File: config.mk
export PLATFORM = sky130hd
export DESIGN_NAME = sorted_list_engine_top
export DESIGN_NICKNAME = d
export VERILOG_FILES = /design/src/design/sle_pkg.sv /design/src/design/sorted_list_engine_top.sv /design/src/design/sle_ctrl.sv /design/src/design/sle_datapath.sv
export SDC_FILE = /design/constraint.sdc
export NUM_CORES = 2
export LEC_CHECK = 0
export BUFFER_PORTS_ARGS = -buffer_cell sky130_fd_sc_hd__buf_2
export CORE_AREA = 5 5 370 372
export DETAILED_ROUTE_END_ITERATION = 6
export DIE_AREA = 0 0 375 377
export PLACE_DENSITY = 0.52
export SYNTH_ARGS = -nofsm -noshare
export SYNTH_HDL_FRONTEND = slang
export SYNTH_HIERARCHICAL = 1
export SYNTH_SLANG_ARGS = --single-unit
File: constraint.sdc
create_clock -name clk -period 11.31 [get_ports clk]
set_clock_uncertainty 0.05 [all_clocks]
set_input_delay 0.5655 -clock clk [delete_from_list [all_inputs] [get_ports clk]]
set_output_delay 0.5655 -clock clk [all_outputs]
set_load 0.02 [all_outputs]
File: src/design/sle_pkg.sv
package sle_pkg;

  localparam int CAPACITY_DEF = 16;

  localparam int REQ_W    = 2;
  localparam int VALUE_W  = 32;
  localparam int STATUS_W = 3;
  localparam int COUNT_W  = 5;

  localparam int IN_TDATA_W  = 40;
  localparam int OUT_TDATA_W = 8;

  localparam logic [REQ_W-1:0] REQ_INSERT = 2'd0;
  localparam logic [REQ_W-1:0] REQ_DELETE = 2'd1;
  localparam logic [REQ_W-1:0] REQ_SEARCH = 2'd2;

  localparam logic [STATUS_W-1:0] ST_INSERTED  = 3'd0;
  localparam logic [STATUS_W-1:0] ST_DELETED   = 3'd1;
  localparam logic [STATUS_W-1:0] ST_DEL_MISS  = 3'd2;
  localparam logic [STATUS_W-1:0] ST_EMPTY     = 3'd3;
  localparam logic [STATUS_W-1:0] ST_FOUND     = 3'd4;
  localparam logic [STATUS_W-1:0] ST_SRCH_MISS = 3'd5;
  localparam logic [STATUS_W-1:0] ST_FULL      = 3'd6;

  typedef struct packed {
    logic capture;
    logic apply;
  } cmd_t;

endpackage

File: src/design/sorted_list_engine_top.sv
// Sorted list engine: holds up to CAPACITY signed 32-bit values in ascending
// order in a row of cells and serves one insert, delete or search request per
// transfer, returning a status and the entry count after the request. The
// accepting edge registers a compare of the value against every cell; then,
// in the apply state, the cells shift and the result is loaded. A new request
// is taken once the previous result has been transferred or is being
// transferred in the same cycle. Request type 3 acts as a search.
module sorted_list_engine_top #(
  parameter int CAPACITY = sle_pkg::CAPACITY_DEF
) (
  input  logic                              clk,
  input  logic                              rst_n,
  input  logic                              in_tvalid,
  output logic                              in_tready,
  input  logic [sle_pkg::IN_TDATA_W-1:0]    in_tdata,   // req_type[1:0], value[33:2]
  output logic                              out_tvalid,
  input  logic                              out_tready,
  output logic [sle_pkg::OUT_TDATA_W-1:0]   out_tdata   // status[2:0], entry_count[7:3]
);
  import sle_pkg::*;

  cmd_t                 cmd;
  logic [STATUS_W-1:0]  status;
  logic [COUNT_W-1:0]   entry_count;

  sle_ctrl u_ctrl (
    .clk        (clk),
    .rst_n      (rst_n),
    .in_tvalid  (in_tvalid),
    .in_tready  (in_tready),
    .out_tvalid (out_tvalid),
    .out_tready (out_tready),
    .cmd        (cmd)
  );

  sle_datapath #(
    .CAPACITY (CAPACITY)
  ) u_datapath (
    .clk         (clk),
    .rst_n       (rst_n),
    .cmd         (cmd),
    .req_type    (in_tdata[REQ_W-1:0]),
    .value       (in_tdata[REQ_W+VALUE_W-1:REQ_W]),
    .status      (status),
    .entry_count (entry_count)
  );

  assign out_tdata = {entry_count, status};

endmodule

File: src/design/sle_ctrl.sv
module sle_ctrl (
  input  logic          clk,
  input  logic          rst_n,
  input  logic          in_tvalid,
  output logic          in_tready,
  output logic          out_tvalid,
  input  logic          out_tready,
  output sle_pkg::cmd_t cmd
);
  import sle_pkg::*;

  localparam logic S_IDLE  = 1'b0;
  localparam logic S_APPLY = 1'b1;

  logic state_r, state_nxt;
  logic out_valid_r, out_valid_nxt;

  assign in_tready   = (state_r == S_IDLE) && (!out_valid_r || out_tready);
  assign cmd.capture = in_tvalid && in_tready;
  assign cmd.apply   = (state_r == S_APPLY);
  assign out_tvalid  = out_valid_r;

  always_comb begin
    state_nxt = state_r;
    unique case (state_r)
      S_IDLE:  if (cmd.capture) state_nxt = S_APPLY;
      S_APPLY: state_nxt = S_IDLE;
      default: state_nxt = S_IDLE;
    endcase
  end

  always_comb begin
    out_valid_nxt = out_valid_r;
    if (cmd.apply) begin
      out_valid_nxt = 1'b1;
    end else if (out_tready) begin
      out_valid_nxt = 1'b0;
    end
  end

  always_ff @(posedge clk) begin
    if (!rst_n) begin
      state_r     <= S_IDLE;
      out_valid_r <= 1'b0;
    end else begin
      state_r     <= state_nxt;
      out_valid_r <= out_valid_nxt;
    end
  end

  a_apply_slot_free: assert property (@(posedge clk) disable iff (!rst_n)
    (state_r == S_APPLY) |-> !out_valid_r)
    else $error("apply while result slot occupied");

  a_apply_delivers: assert property (@(posedge clk) disable iff (!rst_n)
    (state_r == S_APPLY) |=> (out_valid_r && state_r == S_IDLE))
    else $error("apply did not present a result");

endmodule

File: src/design/sle_datapath.sv
module sle_datapath #(
  parameter int CAPACITY = sle_pkg::CAPACITY_DEF
) (
  input  logic                           clk,
  input  logic                           rst_n,
  input  sle_pkg::cmd_t                  cmd,
  input  logic [sle_pkg::REQ_W-1:0]      req_type,
  input  logic signed [sle_pkg::VALUE_W-1:0] value,
  output logic [sle_pkg::STATUS_W-1:0]   status,
  output logic [sle_pkg::COUNT_W-1:0]    entry_count
);
  import sle_pkg::*;

  localparam int CW = $clog2(CAPACITY + 1);

  logic signed [VALUE_W-1:0] cell_r  [CAPACITY];
  logic signed [VALUE_W-1:0] ins_val [CAPACITY];
  logic signed [VALUE_W-1:0] del_val [CAPACITY];
  logic [CAPACITY-1:0]       lt_r, lt_nxt, eq_r, eq_nxt;
  logic [REQ_W-1:0]          req_r;
  logic signed [VALUE_W-1:0] value_r;
  logic [CW-1:0]             count_r, count_nxt;
  logic [STATUS_W-1:0]       status_r, status_nxt;
  logic                      found, full, empty, do_ins, do_del;

  for (genvar k = 0; k < CAPACITY; k++) begin : g_cell
    logic held;
    assign held      = CW'(k) < count_r;
    assign lt_nxt[k] = held && (cell_r[k] < value);
    assign eq_nxt[k] = held && (cell_r[k] == value);

    if (k == 0) begin : g_first
      assign ins_val[k] = value_r;
    end else begin : g_rest
      assign ins_val[k] = lt_r[k-1] ? value_r : cell_r[k-1];
    end

    if (k == CAPACITY - 1) begin : g_last
      assign del_val[k] = cell_r[k];
    end else begin : g_inner
      assign del_val[k] = cell_r[k+1];
    end
  end

  always_ff @(posedge clk) begin
    for (int k = 0; k < CAPACITY; k++) begin
      if (do_ins && !lt_r[k]) begin
        cell_r[k] <= ins_val[k];
      end else if (do_del && !lt_r[k]) begin
        cell_r[k] <= del_val[k];
      end
    end
  end

  assign found = |eq_r;
  assign full  = (count_r == CW'(CAPACITY));
  assign empty = (count_r == '0);

  always_comb begin
    do_ins     = 1'b0;
    do_del     = 1'b0;
    count_nxt  = count_r;
    status_nxt = status_r;
    if (cmd.apply) begin
      unique case (req_r)
        REQ_INSERT: begin
          if (full) begin
            status_nxt = ST_FULL;
          end else begin
            do_ins     = 1'b1;
            count_nxt  = count_r + 1'b1;
            status_nxt = ST_INSERTED;
          end
        end
        REQ_DELETE: begin
          if (empty) begin
            status_nxt = ST_EMPTY;
          end else if (!found) begin
            status_nxt = ST_DEL_MISS;
          end else begin
            do_del     = 1'b1;
            count_nxt  = count_r - 1'b1;
            status_nxt = ST_DELETED;
          end
        end
        default: status_nxt = found ? ST_FOUND : ST_SRCH_MISS;
      endcase
    end
  end

  always_ff @(posedge clk) begin
    if (cmd.capture) begin
      req_r   <= req_type;
      value_r <= value;
      lt_r    <= lt_nxt;
      eq_r    <= eq_nxt;
    end
    status_r <= status_nxt;
  end

  always_ff @(posedge clk) begin
    if (!rst_n) begin
      count_r <= '0;
    end else begin
      count_r <= count_nxt;
    end
  end

  assign status      = status_r;
  assign entry_count = COUNT_W'(count_r);

  a_count_bound: assert property (@(posedge clk) disable iff (!rst_n)
    count_r <= CW'(CAPACITY))
    else $error("entry count above capacity");

  a_count_hold: assert property (@(posedge clk) disable iff (!rst_n)
    ($past(rst_n) && !$past(cmd.apply)) |-> $stable(count_r))
    else $error("entry count moved without an apply");

endmodule
Word-level counts from Yosys, hierarchy flattened
Memory sizes are Yosys's and may differ from the RTL's.
Cells that the tools add are included.
{"block": "totals", "elab_cells": 302, "input_bits": 44, "register_bits": 76, "n_memories": 1, "mem_bits_rw": 512, "out_inout_bits": 10}
{"memory": "u_datapath.cell_r", "depth": 16, "word_bits": 32, "read_ports": 16, "rd_clocked_by_memory_dff": 0, "wr": 16, "line_no": "sle_datapath.sv:16", "source": "logic signed [VALUE_W-1:0] cell_r [CAPACITY];"}
{"block": "op_classes", "bitwise": 17, "reduce_logical": 90, "n_lt_le_gt_ge": 32, "n_eq_ne": 21, "n_addsub": 2, "n_mux": 131}
{"operator": "$mux W32", "n": 31}
{"operator": "$eq A32 B32 Y1", "n": 16}
{"operator": "$lt A32 B32 Y1", "n": 16}
{"operator": "$mux W1", "n": 91}
{"operator": "$logic_and A1 B1 Y1", "n": 66}
{"operator": "$lt A4 B5 Y1 const A", "n": 8}
{"operator": "$lt A3 B5 Y1 const A", "n": 4}
{"operator": "$logic_not A1 Y1", "n": 17}
{"operator": "$or A1 B1 Y1", "n": 16}
{"operator": "$reduce_or A16 Y1", "n": 1}
{"operator": "$mux W5", "n": 3}
{"operator": "$lt A1 B5 Y1 const A", "n": 2}
{"operator": "$lt A2 B5 Y1 const A", "n": 2}
{"operator": "$pmux W5 S2", "n": 1}
{"operator": "$mux W3", "n": 2}
{"operator": "$pmux W3 S2", "n": 1}
{"operator": "$add A5 B1 Y5 const B", "n": 1}
{"operator": "$eq A5 B5 Y1 const B", "n": 1}
{"operator": "$logic_not A5 Y1", "n": 1}
{"operator": "$reduce_and A5 Y1", "n": 1}
{"operator": "$sub A5 B1 Y5 const B", "n": 1}
{"operator": "$ne A2 B2 Y1 const B", "n": 2}
{"operator": "$reduce_bool A2 Y1", "n": 2}
{"operator": "$eq A2 B1 Y1 const B", "n": 1}
{"operator": "6 further kinds", "n": 6}

Longest topological paths before layout
{"block": "depth", "ltp_word": 10, "mapped_depth": 11, "depth_no_buf": 8}

Hierarchy
Netlist, hierarchy kept.
{"mod": "sle_datapath", "seq_area_each_um2": 17546.8, "cells_each": 3656, "instances": 1, "area_per_inst_um2": 39454.1}
{"mod": "sle_ctrl", "seq_area_each_um2": 40.0, "cells_each": 8, "instances": 1, "area_per_inst_um2": 96.3}

Least setup slack after synthesis
No wires, ideal clock.
{"block": "synth_path", "kind": "input port to flip-flop", "startpoint": "input port out_tready", "endpoint": "register u_datapath.eq_r[0] (enable)", "path_slack_ns": 5.254, "required_ns": 10.675, "setup_ns": 0.585, "t_arrival_ns": 5.421, "path_stages": 2, "n_path_buf": 0, "cell_sequence": "nor2b_4 > nor3b_1"}
{"element": "start, declared", "line_no": "sorted_list_engine_top.sv:17", "source": "input logic out_tready,"}
{"element": "end signal, assigned", "line_no": "sle_datapath.sv:96", "source": "eq_r <= eq_nxt;"}
{"element": "end, declared", "line_no": "sle_datapath.sv:19", "source": "logic [CAPACITY-1:0] lt_r, lt_nxt, eq_r, eq_nxt;"}

==> run summary <==
The run finished with clean final reports. The primary flip-flop cell chosen by synthesis mapping was sky130_fd_sc_hd__edfxtp_1. The beginning of the worst hold path is in_tdata[1]. The logs give 4050 ps for the arrival time of data at the critical path endpoint and 133000 um2 for the core outline area. The global routing met1 resource utilization was 0.202. After synthesis, the netlist uses 64 different library cells. Of all nets on the critical path, the largest fanout is 32. The final setup violation count was 0. The library cell used most frequently in the layout, excluding fill and tap cells, is sky130_fd_sc_hd__edfxtp_1. For this run the aggregate overflow at the end of global routing stands at 0.

The congestion estimate from routability-driven global placement came to 0.839. Summed over all nets, the half-perimeter wirelength after detailed placement is 84.5 mm. Entering global routing, the biggest net connects 65 pins. Synthesis inferred 588 register bits.

The first global-routing pass estimated 169 mm of wire. Buffers added to address setup during post-CTS repair amount to 0. The count of filler cells inserted in the layout is 13400. TritonCTS built the clock tree. Across the run, the number of max-cap violations was 0. The cell area that synthesis handed to floorplanning was 39600 um2.

The run gives 0.331 as the end-of-flow core utilization. The total of cells resized after clock tree synthesis is 0. The internal portion of the total power is 4.05 mW.

The average wire length per cell after detail routing works out to 19.9 um. The global routing stage identified its most utilized layer as met2. Power per cell area: 123 nW/um2.

The top cell types in the final layout, fill and taps aside, are sky130_fd_sc_hd__edfxtp_1, sky130_fd_sc_hd__nand2_1, sky130_fd_sc_hd__ha_1. The clock transition time at the flip-flop clock pins of the worst setup and hold paths was 60 ps; the final hold violation count was 0. The count of mapped cells out of synthesis was 3664; the static power due to leakage was 16.4 nW. The register area share after synthesis is 0.445, and the area used by multi-input combinational logic is 21100 um2.

The initial standard-cell utilization of the core was 0.297; the total via count after detailed routing was 27800. In this run the remaining antenna-violating nets after routing total 0. The number of buffers added on ports works out to 47.

At the end of the flow, the number of nets in the layout was 4216. The type of the worst setup path is reg -> reg. The logs give 0.471 for the power share of the sequential group and 11630 ps for the critical path data required time. Slowest cell on the critical path: sky130_fd_sc_hd__nor2_4. The synthesized design contains 581 enable-type register cells. The number of clock buffers added by TritonCTS is 75. Class of the most critical hold timing path: in -> reg.

The total track usage is 0.150. The share of total power consumed by net switching was 0.252; the worst voltage drop across the vdd grid was 0.0973 mV. The maximum cell stage delay along the critical path was 980 ps.

The number of antenna violations at the first check in global routing is 3. The worst setup path is launched from a flip-flop. STA classifies the critical path endpoint as a flip-flop.

The logs give 0.253 for the global routing usage on met2 and 6 for the number of synthesis warnings. In the routed layout, each cell is associated on average with a via count of 5.08. The post-synthesis net count came out at 4224. Setup repair after global routing left no endpoint under its margin.

On the final layout, the worst hold slack is 66.1 ps. The tools report the number of max-slew violations in the final report as 0. The die outline width works out to 375 um.

The number of rows in the core area came out at 134. The quantity of hold-fixing buffers added after cts is 0, and the top achievable clock speed is 268 MHz. The detailed router finished its first iteration with 1541 violations. The logs give 17600 um2 for the area taken by flip-flops and latches and 1.36 mW for the net load switching power. The routed design has 109 mm of wire. During I/O placement, the number of pins put on the boundary was 54. The critical path goes through inv_1 -> ha_1 -> nor4b_2 -> and3b_1 -> nand2_4 -> nor2_4 -> mux2_2.

No sink is reached through more buffers than the 3 on the longest clock path. The die outline area is 141000 um2, and the total DRC errors in the routed layout is 0. The start point of the critical path was u_datapath/entry_count[1].

The clock drives 588 sinks. The H-tree was split into 3 levels. After layout, the minimum clock period comes to 3730 ps.

For the pin with the worst max-slew slack, the measured transition is 1150 ps. The share of cells above drive strength 1 is 0.0817, and the signed area change from the synthesized netlist to the final layout is 11.4%. The part of the total power dissipated in the clock network was 0.426; the average instance area after synthesis was 10.8 um2.

The part of the power in combinational logic was 0.103. The reg-to-reg critical path startpoint was u_datapath/entry_count[1]. The vertical die dimension is 377 um, and the met3 global-route usage is 0.0176. The worst-case headroom to the max-slew limit was 0.226; the length of the first detailed-routing pass in iterations was 5.

The fraction of registers with async set or reset after synthesis is 0. Clock latency on the worst-skew pair, taken at its later pin, is 630 ps. The post-route total power came out at 5.42 mW. The post-route clock period utilization was 0.330; the final total negative setup slack was 0 ps.

In this run the clock root is driven by a sky130_fd_sc_hd__clkbuf_16. The number of global-route vias before repair was 28400.
state kept, by name (all words and copies together), names as in the netlist:
name                    count
u_datapath/cell_r         512
u_datapath/status           3
u_datapath/entry_count      5
u_datapath/eq_r            16
u_datapath/req_r            2
u_datapath/lt_r            16
u_ctrl/state_r              1
u_ctrl/out_tvalid           1
u_datapath/value_r         32
Yosys cell counts (all sizes together) (27+ instances only):
library cell  instances  area share
and4                 40      0.0089
ha                  516        0.16
a21o                 51      0.0097
mux2i               453        0.11
inv                  65      0.0062
mux2                 67       0.019
o21ai               515       0.065
nand4                69       0.011
buf                  66      0.0095
nand3                45      0.0057
nand2               565       0.054
a221oi               27      0.0060
edfxtp              581        0.44
a21oi               187       0.024
nor2                 83      0.0090
clkbuf              124       0.012
power groups by stage:
| stage | combinational, mW | sequential [mW] | clock [mW] |
|---|---|---|---|
| after floorplan | 0.425 | 2.54 | 0 |
| after detailed placement | 0.563 | 2.59 | 0 |
| after CTS | 0.566 | 2.55 | 2.38 |
| after global placement | 0.545 | 2.59 | 0 |
| final | 0.559 | 2.55 | 2.31 |
| after global routing | 0.635 | 2.55 | 2.47 |
metal layers:
| layer | wire length, um | part of all wire | up-vias |
|---|---|---|---|
| li1 | - | - | 13900 |
| met1 | 51400 | 0.47 | 13300 |
| met2 | 50200 | 0.46 | 496 |
| met3 | 3860 | 0.036 | 152 |
| met4 | 3270 | 0.030 | 0 |
| met5 | 0 | 0 | - |
through the flow:
stage               setup WS, ps  std cells  instance area (um2)
finish                      7580       5476                44100
global route                7470       5475                44100
CTS                         7630       5475                44100
detailed placement          7570       5347                41800
global placement            7590       5347                41800
floorplan                   5250       3664                39600
layout make-up:
cell class / instances / share of cell area
clock inverter: 30 / 0.00542
inverter: 65 / 0.00554
antenna: 1 / 0.0000568
sequential: 588 / 0.399
multi-input combinational: 2821 / 0.478
tap: 1768 / 0.0502
timing repair buffer: 105 / 0.0152
clock buffer: 98 / 0.0465
cell families (layout without fill, tap and decap cells):
logic type	after synthesis	count (layout)	share of synthesized area
xor+xnor	3	3	0.000664
mux	520	520	0.134
other cells	0	1	0
compound gates	869	869	0.123
flops	588	588	0.445
fa+ha+maj	516	516	0.163
simple gates	913	913	0.107
buf+inv	255	298	0.0280
critical path, delay by kind of cell (launching register included):
family / cells / cell delay, ps
buffers and inverters: 1 / 200
muxes: 1 / 430
adders and majority gates: 1 / 260
and+or+nand+nor: 4 / 1810
DFF: 1 / 670
worst paths after layout:
| kind | to | slack [ps] | cells after the start |
|---|---|---|---|
| worst min register to register | u_datapath/cell_r[1][217] | 510 | 2 |
| worst min-delay path | u_datapath/req_r[1] | 70 | 1 |
| worst max-delay path | u_datapath/cell_r[0][10] | 7580 | 7 |
| worst max register to register | u_datapath/cell_r[0][10] | 7580 | 7 |
Note: power is estimated with default switching activity, not from simulation.
